[config.mk]
export PLATFORM = sky130hd
export DESIGN_NAME = time_of_day_clock_12h_core
export DESIGN_NICKNAME = d
export VERILOG_FILES = /design/src/rtl/tdc_pkg.sv /design/src/rtl/tdc_wrap.sv /design/src/rtl/tdc_state.sv /design/src/rtl/tdc_fmt.sv /design/src/rtl/time_of_day_clock_12h_core.sv
export SDC_FILE = /design/constraint.sdc
export NUM_CORES = 1
export LEC_CHECK = 0
export ABC_CLOCK_PERIOD_IN_PS = 16000
export BUFFER_PORTS_ARGS = -buffer_cell sky130_fd_sc_hd__buf_2
export CELL_PAD_IN_SITES_DETAIL_PLACEMENT = 1
export CELL_PAD_IN_SITES_GLOBAL_PLACEMENT = 1
export CORE_MARGIN = 4
export CORE_UTILIZATION = 54
export CTS_BUF_LIST = sky130_fd_sc_hd__clkbuf_16
export DETAILED_ROUTE_END_ITERATION = 16
export PLACE_DENSITY_LB_ADDON = 0.1
export SLEW_MARGIN = 20
export SYNTH_ARGS = -nofsm -noshare
export SYNTH_HDL_FRONTEND = slang
export SYNTH_HIERARCHICAL = 1
export SYNTH_SLANG_ARGS = --single-unit
[constraint.sdc]
create_clock -name clk -period 16 [get_ports clk]
set_input_delay 4 -clock clk [delete_from_list [all_inputs] [get_ports clk]]
set_output_delay 4 -clock clk [all_outputs]
set_load 0.01 [all_outputs]
[src/rtl/tdc_pkg.sv]
// Shared types and constants for the 12-hour time-of-day clock.
// No dependencies; used by every module of the block.
`default_nettype none

package tdc_pkg;

	typedef enum logic [1:0] {
		REQ_TICK   = 2'd0,
		REQ_SET    = 2'd1,
		REQ_ADJUST = 2'd2,
		REQ_READ   = 2'd3
	} req_t;

	typedef logic [10:0] minute_t;

	localparam logic [15:0] TPM_RESET      = 16'd60000;
	localparam logic [11:0] MIN_PER_DAY    = 12'd1440;
	localparam logic [10:0] LAST_MINUTE    = 11'd1439;
	// 2^31 mod 1440 is 128; bias undoes the sign-bit flip
	localparam logic [11:0] WRAP_BIAS      = 12'd1312;
	localparam logic [14:0] RECIP45        = 15'd23302;  // ceil(2^20 / 45)
	localparam logic [13:0] MOD45          = 14'd45;
	localparam logic [10:0] RECIP60        = 11'd1093;   // ceil(2^16 / 60)
	localparam logic [10:0] MIN_PER_HOUR   = 11'd60;
	localparam logic [4:0]  HOURS_PER_HALF = 5'd12;

endpackage

`default_nettype wire

[src/rtl/tdc_wrap.sv]
// Input register and two-stage wrap of a signed minute value into 0..1439.
// Depends on tdc_pkg.
`default_nettype none

module tdc_wrap (
	input  wire logic              clk,
	input  wire logic              arst_n,
	input  wire logic              in_valid,
	output logic                   in_ready,
	input  wire tdc_pkg::req_t     in_req,
	input  wire logic [31:0]       in_set,
	input  wire logic [15:0]       in_delta,
	output logic                   out_valid,
	input  wire logic              out_ready,
	output tdc_pkg::req_t          out_req,
	output tdc_pkg::minute_t       out_wrap
);

	logic v_s1, v_s2, v_s3;
	logic en_s1, en_s2, en_s3;

	tdc_pkg::req_t req_s1, req_s2, req_s3;
	logic [31:0]   set_s1;
	logic [15:0]   delta_s1;
	logic [13:0]   csum_s2;
	logic [7:0]    q_s2;
	logic [4:0]    lo_s2;
	tdc_pkg::minute_t w_s3;

	logic [31:0] x, xu;
	logic [26:0] y;
	logic [13:0] csum;
	logic [28:0] prod;

	logic [13:0] rem;
	logic [10:0] m0;
	logic [11:0] m1, m2;

	assign en_s3    = !v_s3 || out_ready;
	assign en_s2    = !v_s2 || en_s3;
	assign en_s1    = !v_s1 || en_s2;
	assign in_ready = en_s1;

	always_ff @(posedge clk or negedge arst_n) begin
		if (!arst_n) begin
			v_s1 <= 1'b0;
			v_s2 <= 1'b0;
			v_s3 <= 1'b0;
		end else begin
			if (en_s1) v_s1 <= in_valid;
			if (en_s2) v_s2 <= v_s1;
			if (en_s3) v_s3 <= v_s2;
		end
	end

	// fold: x mod 1440 = ((xu>>5) mod 45)*32 + xu[4:0] + bias, and 2^12 = 1 mod 45
	always_comb begin
		x    = (req_s1 == tdc_pkg::REQ_SET) ? set_s1 : {{16{delta_s1[15]}}, delta_s1};
		xu   = x ^ 32'h8000_0000;
		y    = xu[31:5];
		csum = 14'(y[11:0]) + 14'(y[23:12]) + 14'(y[26:24]);
		prod = 29'(csum) * 29'(tdc_pkg::RECIP45);
	end

	always_comb begin
		rem = csum_s2 - 14'(q_s2) * tdc_pkg::MOD45;
		m0  = {rem[5:0], lo_s2};
		m1  = 12'(m0) + tdc_pkg::WRAP_BIAS;
		m2  = (m1 >= tdc_pkg::MIN_PER_DAY) ? m1 - tdc_pkg::MIN_PER_DAY : m1;
	end

	always_ff @(posedge clk) begin
		if (en_s1) begin
			req_s1   <= in_req;
			set_s1   <= in_set;
			delta_s1 <= in_delta;
		end
		if (en_s2) begin
			req_s2  <= req_s1;
			csum_s2 <= csum;
			q_s2    <= prod[27:20];
			lo_s2   <= xu[4:0];
		end
		if (en_s3) begin
			req_s3 <= req_s2;
			w_s3   <= m2[10:0];
		end
	end

	assign out_valid = v_s3;
	assign out_req   = req_s3;
	assign out_wrap  = w_s3;

	a_wrap_range: assert property (@(posedge clk) disable iff (!arst_n)
		v_s3 |-> (12'(w_s3) < tdc_pkg::MIN_PER_DAY))
		else $error("wrapped minute out of range");

endmodule

`default_nettype wire

[src/rtl/tdc_state.sv]
// Clock state (valid flag, minute and tick counters), rate register, state update.
// Depends on tdc_pkg.
`default_nettype none

module tdc_state (
	input  wire logic              clk,
	input  wire logic              arst_n,
	input  wire logic              cfg_wr_en,
	input  wire logic [15:0]       cfg_wr_data,
	input  wire logic              in_valid,
	output logic                   in_ready,
	input  wire tdc_pkg::req_t     in_req,
	input  wire tdc_pkg::minute_t  in_wrap,
	output logic                   out_valid,
	input  wire logic              out_ready,
	output logic                   out_flag,
	output tdc_pkg::minute_t       out_minute
);

	logic [15:0]      tpm_val_q;
	logic             flag_q;
	tdc_pkg::minute_t min_q;
	logic [15:0]      tick_q;

	logic             flag_n;
	tdc_pkg::minute_t min_n;
	logic [15:0]      tick_n;

	logic [16:0]      tick_inc;
	logic             roll;
	tdc_pkg::minute_t min_inc;
	logic [11:0]      adj_sum, adj_wrap;
	logic             take;

	logic             v_s4;
	logic             flag_s4;
	tdc_pkg::minute_t min_s4;

	assign in_ready = !v_s4 || out_ready;
	assign take     = in_valid && in_ready;

	always_comb begin
		tick_inc = 17'(tick_q) + 17'd1;
		roll     = tick_inc >= 17'(tpm_val_q);
		min_inc  = (min_q == tdc_pkg::LAST_MINUTE) ? 11'd0 : min_q + 11'd1;
		adj_sum  = 12'(flag_q ? min_q : 11'd0) + 12'(in_wrap);
		adj_wrap = (adj_sum >= tdc_pkg::MIN_PER_DAY) ? adj_sum - tdc_pkg::MIN_PER_DAY : adj_sum;
	end

	always_comb begin
		flag_n = flag_q;
		min_n  = min_q;
		tick_n = tick_q;
		case (in_req)
			tdc_pkg::REQ_TICK: begin
				if (flag_q) begin
					if (roll) begin
						tick_n = 16'd0;
						min_n  = min_inc;
					end else begin
						tick_n = tick_inc[15:0];
					end
				end
			end
			tdc_pkg::REQ_SET: begin
				flag_n = 1'b1;
				min_n  = in_wrap;
				tick_n = 16'd0;
			end
			tdc_pkg::REQ_ADJUST: begin
				flag_n = 1'b1;
				min_n  = adj_wrap[10:0];
				tick_n = 16'd0;
			end
			tdc_pkg::REQ_READ: begin
			end
			default: begin
			end
		endcase
	end

	always_ff @(posedge clk or negedge arst_n) begin
		if (!arst_n) begin
			tpm_val_q <= tdc_pkg::TPM_RESET;
			flag_q    <= 1'b0;
			min_q     <= '0;
			tick_q    <= '0;
			v_s4      <= 1'b0;
		end else begin
			if (cfg_wr_en) begin
				tpm_val_q <= cfg_wr_data;
			end
			if (take) begin
				flag_q <= flag_n;
				min_q  <= min_n;
				tick_q <= tick_n;
			end
			if (in_ready) v_s4 <= in_valid;
		end
	end

	always_ff @(posedge clk) begin
		if (in_ready) begin
			flag_s4 <= flag_n;
			min_s4  <= min_n;
		end
	end

	assign out_valid  = v_s4;
	assign out_flag   = flag_s4;
	assign out_minute = min_s4;

	a_unset_clear: assert property (@(posedge clk) disable iff (!arst_n)
		!flag_q |-> (min_q == 11'd0 && tick_q == 16'd0))
		else $error("unset clock holds nonzero counters");

	a_min_range: assert property (@(posedge clk) disable iff (!arst_n)
		12'(min_q) < tdc_pkg::MIN_PER_DAY)
		else $error("minute count out of range");

	a_cfg_seen: assert property (@(posedge clk) disable iff (!arst_n)
		cfg_wr_en |=> (tpm_val_q == $past(cfg_wr_data)))
		else $error("rate register write lost");

endmodule

`default_nettype wire

[src/rtl/tdc_fmt.sv]
// Two-stage split of minutes of day into 12-hour hour, minute and AM/PM,
// with the output register. Depends on tdc_pkg.
`default_nettype none

module tdc_fmt (
	input  wire logic              clk,
	input  wire logic              arst_n,
	input  wire logic              in_valid,
	output logic                   in_ready,
	input  wire logic              in_flag,
	input  wire tdc_pkg::minute_t  in_minute,
	output logic                   out_valid,
	input  wire logic              out_ready,
	output logic                   clock_valid,
	output tdc_pkg::minute_t       minutes_of_day,
	output logic [3:0]             hour_12,
	output logic [5:0]             minute_of_hour,
	output logic                   is_pm
);

	logic v_s5, v_s6;
	logic en_s5, en_s6;

	logic [21:0]      prod;
	logic             flag_s5;
	tdc_pkg::minute_t min_s5;
	logic [4:0]       h24_s5;

	logic [10:0]      mh;
	logic             pm;
	logic [4:0]       h, h12;

	logic             flag_s6;
	tdc_pkg::minute_t min_s6;
	logic [3:0]       h12_s6;
	logic [5:0]       moh_s6;
	logic             pm_s6;

	assign en_s6    = !v_s6 || out_ready;
	assign en_s5    = !v_s5 || en_s6;
	assign in_ready = en_s5;

	always_ff @(posedge clk or negedge arst_n) begin
		if (!arst_n) begin
			v_s5 <= 1'b0;
			v_s6 <= 1'b0;
		end else begin
			if (en_s5) v_s5 <= in_valid;
			if (en_s6) v_s6 <= v_s5;
		end
	end

	assign prod = 22'(in_minute) * 22'(tdc_pkg::RECIP60);

	always_comb begin
		mh  = min_s5 - 11'(h24_s5) * tdc_pkg::MIN_PER_HOUR;
		pm  = h24_s5 >= tdc_pkg::HOURS_PER_HALF;
		h   = pm ? h24_s5 - tdc_pkg::HOURS_PER_HALF : h24_s5;
		h12 = (h == 5'd0) ? tdc_pkg::HOURS_PER_HALF : h;
	end

	always_ff @(posedge clk) begin
		if (en_s5) begin
			flag_s5 <= in_flag;
			min_s5  <= in_minute;
			h24_s5  <= prod[20:16];
		end
		if (en_s6) begin
			flag_s6 <= flag_s5;
			min_s6  <= flag_s5 ? min_s5 : 11'd0;
			h12_s6  <= flag_s5 ? h12[3:0] : 4'd0;
			moh_s6  <= flag_s5 ? mh[5:0] : 6'd0;
			pm_s6   <= flag_s5 && pm;
		end
	end

	assign out_valid      = v_s6;
	assign clock_valid    = flag_s6;
	assign minutes_of_day = min_s6;
	assign hour_12        = h12_s6;
	assign minute_of_hour = moh_s6;
	assign is_pm          = pm_s6;

	a_hour_range: assert property (@(posedge clk) disable iff (!arst_n)
		(v_s6 && flag_s6) |-> (h12_s6 != 4'd0 && h12_s6 <= 4'd12 && moh_s6 < 6'd60))
		else $error("12-hour fields out of range");

endmodule

`default_nettype wire

[src/rtl/time_of_day_clock_12h_core.sv]
// Time-of-day clock with 12-hour view: top level, stream ports and stage wiring.
// Depends on tdc_pkg, tdc_wrap, tdc_state, tdc_fmt.
// Six register stages, s1 to s6; a word accepted into s1 is offered as its result word from s6.
// Throughput: one word per cycle; each stage holds its word under back-pressure.
// Reset (async, active low): clock unset, counters zero, ticks per minute 60000.
`default_nettype none

module time_of_day_clock_12h_core (
	input  wire logic        clk,
	input  wire logic        arst_n,
	input  wire logic        cfg_wr_en,
	input  wire logic [15:0] cfg_wr_data,
	input  wire logic        s_axis_tvalid,
	output logic             s_axis_tready,
	input  wire logic [47:0] s_axis_tdata,   // set_minutes[31:0], delta_minutes[47:32]
	input  wire logic [1:0]  s_axis_tuser,   // req_type[1:0]
	output logic             m_axis_tvalid,
	input  wire logic        m_axis_tready,
	output logic [23:0]      m_axis_tdata,   // minutes_of_day[10:0], hour_12[14:11],
	                                         // minute_of_hour[20:15], is_pm[21], zero[23:22]
	output logic             m_axis_tuser    // clock_valid
);

	logic             w_valid, w_ready;
	tdc_pkg::req_t    w_req;
	tdc_pkg::minute_t w_wrap;

	logic             st_valid, st_ready, st_flag;
	tdc_pkg::minute_t st_minute;

	tdc_pkg::minute_t mod_w;
	logic [3:0]       h12_w;
	logic [5:0]       moh_w;
	logic             pm_w;

	tdc_wrap u_wrap (
		.clk       (clk),
		.arst_n    (arst_n),
		.in_valid  (s_axis_tvalid),
		.in_ready  (s_axis_tready),
		.in_req    (tdc_pkg::req_t'(s_axis_tuser)),
		.in_set    (s_axis_tdata[31:0]),
		.in_delta  (s_axis_tdata[47:32]),
		.out_valid (w_valid),
		.out_ready (w_ready),
		.out_req   (w_req),
		.out_wrap  (w_wrap)
	);

	tdc_state u_state (
		.clk         (clk),
		.arst_n      (arst_n),
		.cfg_wr_en   (cfg_wr_en),
		.cfg_wr_data (cfg_wr_data),
		.in_valid    (w_valid),
		.in_ready    (w_ready),
		.in_req      (w_req),
		.in_wrap     (w_wrap),
		.out_valid   (st_valid),
		.out_ready   (st_ready),
		.out_flag    (st_flag),
		.out_minute  (st_minute)
	);

	tdc_fmt u_fmt (
		.clk            (clk),
		.arst_n         (arst_n),
		.in_valid       (st_valid),
		.in_ready       (st_ready),
		.in_flag        (st_flag),
		.in_minute      (st_minute),
		.out_valid      (m_axis_tvalid),
		.out_ready      (m_axis_tready),
		.clock_valid    (m_axis_tuser),
		.minutes_of_day (mod_w),
		.hour_12        (h12_w),
		.minute_of_hour (moh_w),
		.is_pm          (pm_w)
	);

	assign m_axis_tdata = {2'b00, pm_w, moh_w, h12_w, mod_w};

endmodule

`default_nettype wire
# Yosys cells after proc, flatten, opt, wreduce, memory -nomap -nowiden
# Cells that the tools add are included.
# totals
wordCells,90
out_inout_bits,27
regBits,186
in_bits,71
# classes
reduce_logical,20
mul,4
mux,14
n_lt_le_gt_ge,4
add_sub_neg,11
n_eq_ne,5
n_bitwise,2
# ops
operator,count
11-bit two-way mux,6
11-bit case mux with 3 select lines,1
16-bit two-way mux,2
32-bit two-way mux,1
16-bit case mux with 2 select lines,1
"14-bit by 14-bit multiplier with 27-bit output, second input constant",1
"12-bit by 11-bit >= comparator with 1-bit output, second input constant",2
"11-bit subtractor, second input constant",2
"11-bit by 11-bit multiplier with 21-bit output, second input constant",1
"16-bit by 1-bit adder with 17-bit output, second input constant",1
17-bit by 16-bit >= comparator with 1-bit output,1
13-bit by 3-bit adder with 14-bit output,1
12-bit by 12-bit adder with 13-bit output,1
11-bit by 11-bit adder with 12-bit output,1
"11-bit by 11-bit adder with 12-bit output, second input constant",1
6-bit subtractor,2
"11-bit by 1-bit adder with 11-bit output, second input constant",1
"11-bit == test, second input constant",1
"8-bit by 6-bit multiplier with 6-bit output, second input constant",1
1-bit zero test,6
1-bit logical OR,6
"5-bit by 4-bit >= comparator with 1-bit output, second input constant",1
5-bit zero test,1
"5-bit by 4-bit multiplier with 4-bit output, second input constant",1
other kinds (13),17

# Longest topological paths before layout
# depth
word_depth,7
mapped_depth,33
ltp_nobuf,30

# Cells and area by module
# The synthesis kept the hierarchy.
# modules_own_cells
mod,cells_per_inst,seq_area_each_um2,area_each_um2,n_inst
tdc_wrap,602,2537.4,7238.2,1
tdc_state,514,1495.2,4455.5,1
tdc_fmt,252,1191.1,2957.8,1
time_of_day_clock_12h_core,4,0.0,26.3,1

# Worst setup path before layout
# Ideal clock, no wire load.
# synth_timing
kind,input to output
start,in m_axis_tready
end,out s_axis_tready
path_stages,3
arrival_ns,6.800
slack_ns,5.200
path_buffers,0
t_required_ns,12.000
path_cell_list,nand3b_1 nand2b_1 nand4b_1
# synth_via
elab_chain_len,6
# synth_lines
item,line,source
start: declaration,time_of_day_clock_12h_core.sv:18,"input wire logic m_axis_tready,"
1-bit logical OR,tdc_fmt.sv:39,assign en_s6 = !v_s6 || out_ready;
1-bit logical OR,tdc_fmt.sv:40,assign en_s5 = !v_s5 || en_s6;
1-bit logical OR,tdc_state.sv:39,assign in_ready = !v_s4 || out_ready;
net w_ready,time_of_day_clock_12h_core.sv:24,"logic w_valid, w_ready;"
1-bit logical OR,tdc_wrap.sv:39,assign en_s3 = !v_s3 || out_ready;
1-bit logical OR,tdc_wrap.sv:40,assign en_s2 = !v_s2 || en_s3;
1-bit logical OR,tdc_wrap.sv:41,assign en_s1 = !v_s1 || en_s2;
end: declaration,time_of_day_clock_12h_core.sv:14,"output logic s_axis_tready,"
# The timed path passes the listed nets, and every way through them passes these cells.

# Worst setup path after layout
# layout_timing
start,in m_axis_tready
end,out s_axis_tready
# layout_via
elab_chain_len,6
# layout_lines
item,line,source
1-bit logical OR,tdc_fmt.sv:39,
1-bit logical OR,tdc_fmt.sv:40,
net st_ready,time_of_day_clock_12h_core.sv:28,"logic st_valid, st_ready, st_flag;"
1-bit logical OR,tdc_state.sv:39,
net w_ready,time_of_day_clock_12h_core.sv:24,
1-bit logical OR,tdc_wrap.sv:39,
1-bit logical OR,tdc_wrap.sv:40,
1-bit logical OR,tdc_wrap.sv:41,
# The timed path passes the listed nets, and every way through them passes these cells.

==> results.toml <==
[route]
avgRoutedWirePerCell_um = 19.8
drtIter0Drc = 646
ant_nets = 0
drtPass1Iterations = 7
vias_per_cell = 5.92
drc_errors = 0
finalWirelength_um = 35800
via_count = 10700

[logic_synthesis]
netlist-cell-type-count = 103
yosysTopAreaCellShare_pct = 27.0
yosys_warnings = 6
synth_area_per_cell_um2 = 10.7
synth_common_cells = "ha_1 (225), inv_1 (155), edfxtp_1 (132)"
synth-edff-count = 132
synth_ff_type = "edfxtp_1"
synth-async-reset-ratio_pct = 27.5
seq_area_frac_synth_pct = 35.6
yosysMostFrequentCell = "ha_1"
synth_area_um2 = 14700
synth.largest_area_cell = "edfxtp_1"
yosys-top-cells-area = "edfxtp_1 (27%), ha_1 (19%), fa_1 (7.4%)"
postSynthCellCount = 1372
synth-seq-cells = 182

[cts]
clk_pin_slew_worst_paths_ps = 70
cts_repair_resize_count = 0
cts_hold_buffers = 0
clock-sinks = 182
postCtsSetupBuffers = 0
htree_levels = 4
cts_buffers = 17
cts-root-buf = "clkbuf_16"
clockBufferDepth = 2
cts_tree = "built"
clock_latency_ps = 450

[floorplan]
pin_count = 98
rows = 60
core_area_um2 = 26900
start_util_pct = 54.6
die_height_um = 173
fp.dieArea_um2 = 29900
die_x_um = 173

[worst_setup_path]
ff2ff_path_depth = 27
path_class = "input pin to output pin"
crit_fanout = 52
arrival_ps = 6550
critPathLaunchType = "input pin"
worstSetupEndpointType = "output pin"
cp_data_required_time_ps = 12000

[global_routing]
grt_usage_pct = 24.6
grt_pass1_vias = 11800
grt_max_degree = 53
antenna_found_initial = 0
grt_first_pass_wirelength_um = 60000
grt_overflow = 0

[sta]
finalCriticalPeriod_ps = 10550
rsz0062_at_grt = "no"
finalHoldWorstSlack_ps = 430
finalCritPeriodShare_pct = 65.9
skew_ps = 17.1
tightest_slew_ps = 1060
finalSetupViolations = 0
fmax_ghz = 0.0948
tns_ps = 0
hold_violations = 0
final_max_slew_viol_count = 0
slew_headroom_pct = 29.0

[final_layout]
n_fill_cell = 2936
synthToLayoutAreaGrowth_pct = 9.52
diodes = 0
drive_above_1_share_pct = 14.0
fin_util_pct = 59.8
final_nets = 1807

[placement]
hpwl_um = 28700
io_buffer_count = 95
place.gp.congestion = 0.872

[status]
status = "finished, final reports clean"

[worst_hold_path]
hold_path_class = "register to register"
hold_depth = 0

[job]
maxCapViolCount = 0
-- cell type report --
cell class                      count  area [µm²]  area share, %
Inverter                          157         589           3.67
Multi-Input combinational cell   1000        8710           54.2
Clock inverter                     15         195           1.21
Tap cell                          341         427           2.65
Timing Repair Buffer               99         509           3.17
Sequential cell                   182        5220           32.5
Clock buffer                       17         425           2.65
-- critical path: stages --
cell	delay (ps)
buf_2	100
nand3b_1	670
nand2b_1	790
nand4b_1	390
buf_4	350
buf_2	230
-- registers in the layout (all words and copies together), names as in the netlist, 5 cells and up --
register / flops
u_wrap/set_s1: 32
u_state/min_q: 11
u_wrap/out_wrap: 11
u_fmt/minutes_of_day: 11
u_fmt/min_s5: 11
u_wrap/csum_s2: 6
u_state/out_minute: 11
u_wrap/q_s2: 6
u_wrap/delta_s1: 16
u_fmt/h24_s5: 5
u_wrap/lo_s2: 5
u_state/tpm_val_q: 16
u_state/tick_q: 16
-- cells in the final DEF, fill, tap and decap left out, types with 6 or more instances in the layout --
| cell | n |
|---|---|
| clkinv_8 | 6 |
| ha_1 | 225 |
| xor2_1 | 21 |
| nor3_1 | 17 |
| and3_1 | 10 |
| a21oi_1 | 60 |
| xnor2_1 | 46 |
| o21a_1 | 10 |
| a211oi_1 | 13 |
| a21o_1 | 32 |
| o211ai_1 | 11 |
| nand3b_1 | 7 |
| dfstp_2 | 7 |
| o21ai_0 | 72 |
| edfxtp_1 | 132 |
| o31ai_1 | 7 |
| clkbuf_16 | 17 |
| nor2_1 | 62 |
| nor2b_1 | 10 |
| o21ai_1 | 10 |
| nand4_1 | 14 |
| inv_1 | 155 |
| nand3_1 | 27 |
| dfrtp_1 | 43 |
| a31oi_1 | 7 |
| nand2_1 | 88 |
| nand2b_1 | 14 |
| buf_2 | 95 |
| and2_1 | 20 |
| mux2_2 | 19 |
| fa_1 | 54 |
-- metrics by stage --
stage | instance area, µm² | setup slack [ps] | std cells
floorplan | 14700 | 5200 | 1373
global placement | 15400 | 5640 | 1778
detailed placement | 15400 | 5450 | 1778
CTS | 16100 | 5430 | 1810
global route | 16100 | 5250 | 1811
finish | 16100 | 5450 | 1811
-- cells by family after synthesis --
| logic type | Yosys count | share of synthesized area [%] |
|---|---|---|
| xor gates and xnor gates | 76 | 5.09 |
| other | 1 | 0.0255 |
| muxes | 27 | 2.08 |
| adders and majority gates | 279 | 26.5 |
| AOI/OAI and AO/OA | 303 | 14.4 |
| DFF | 182 | 35.6 |
| buffers and inverters | 191 | 5.16 |
| and+or+nand+nor | 313 | 11.1 |
-- worst paths after layout --
kind	start	to	slack, ps
hold reg to reg	u_wrap/req_s2[0]$_DFFE_PP_	u_wrap/out_req[0]$_DFFE_PP_	430
hold / removal	u_wrap/req_s2[0]$_DFFE_PP_	u_wrap/out_req[0]$_DFFE_PP_	430
setup / recovery	m_axis_tready	s_axis_tready	5450
max in group asynchronous	arst_n	u_state/min_q[4]$_DFFE_PN0P_	11850
min in group asynchronous	arst_n	u_state/tpm_val_q[12]$_DFFE_PN0P_	3660
setup reg to reg	u_wrap/req_s1[1]$_DFFE_PP_	u_wrap/q_s2[5]$_DFFE_PP_	7810
-- routing by layer --
layer,track usage (%),share of wire (%),wire length [µm]
met3,4.37,4.2,1490
met1,32.2,44,15800
met2,43.1,51,18100
met4,5.32,1.1,406
met5,0,0,0
Power is left out: the tool's default activity adds up to more than one toggle a clock period on the data nets, which glitch-free logic cannot reach.
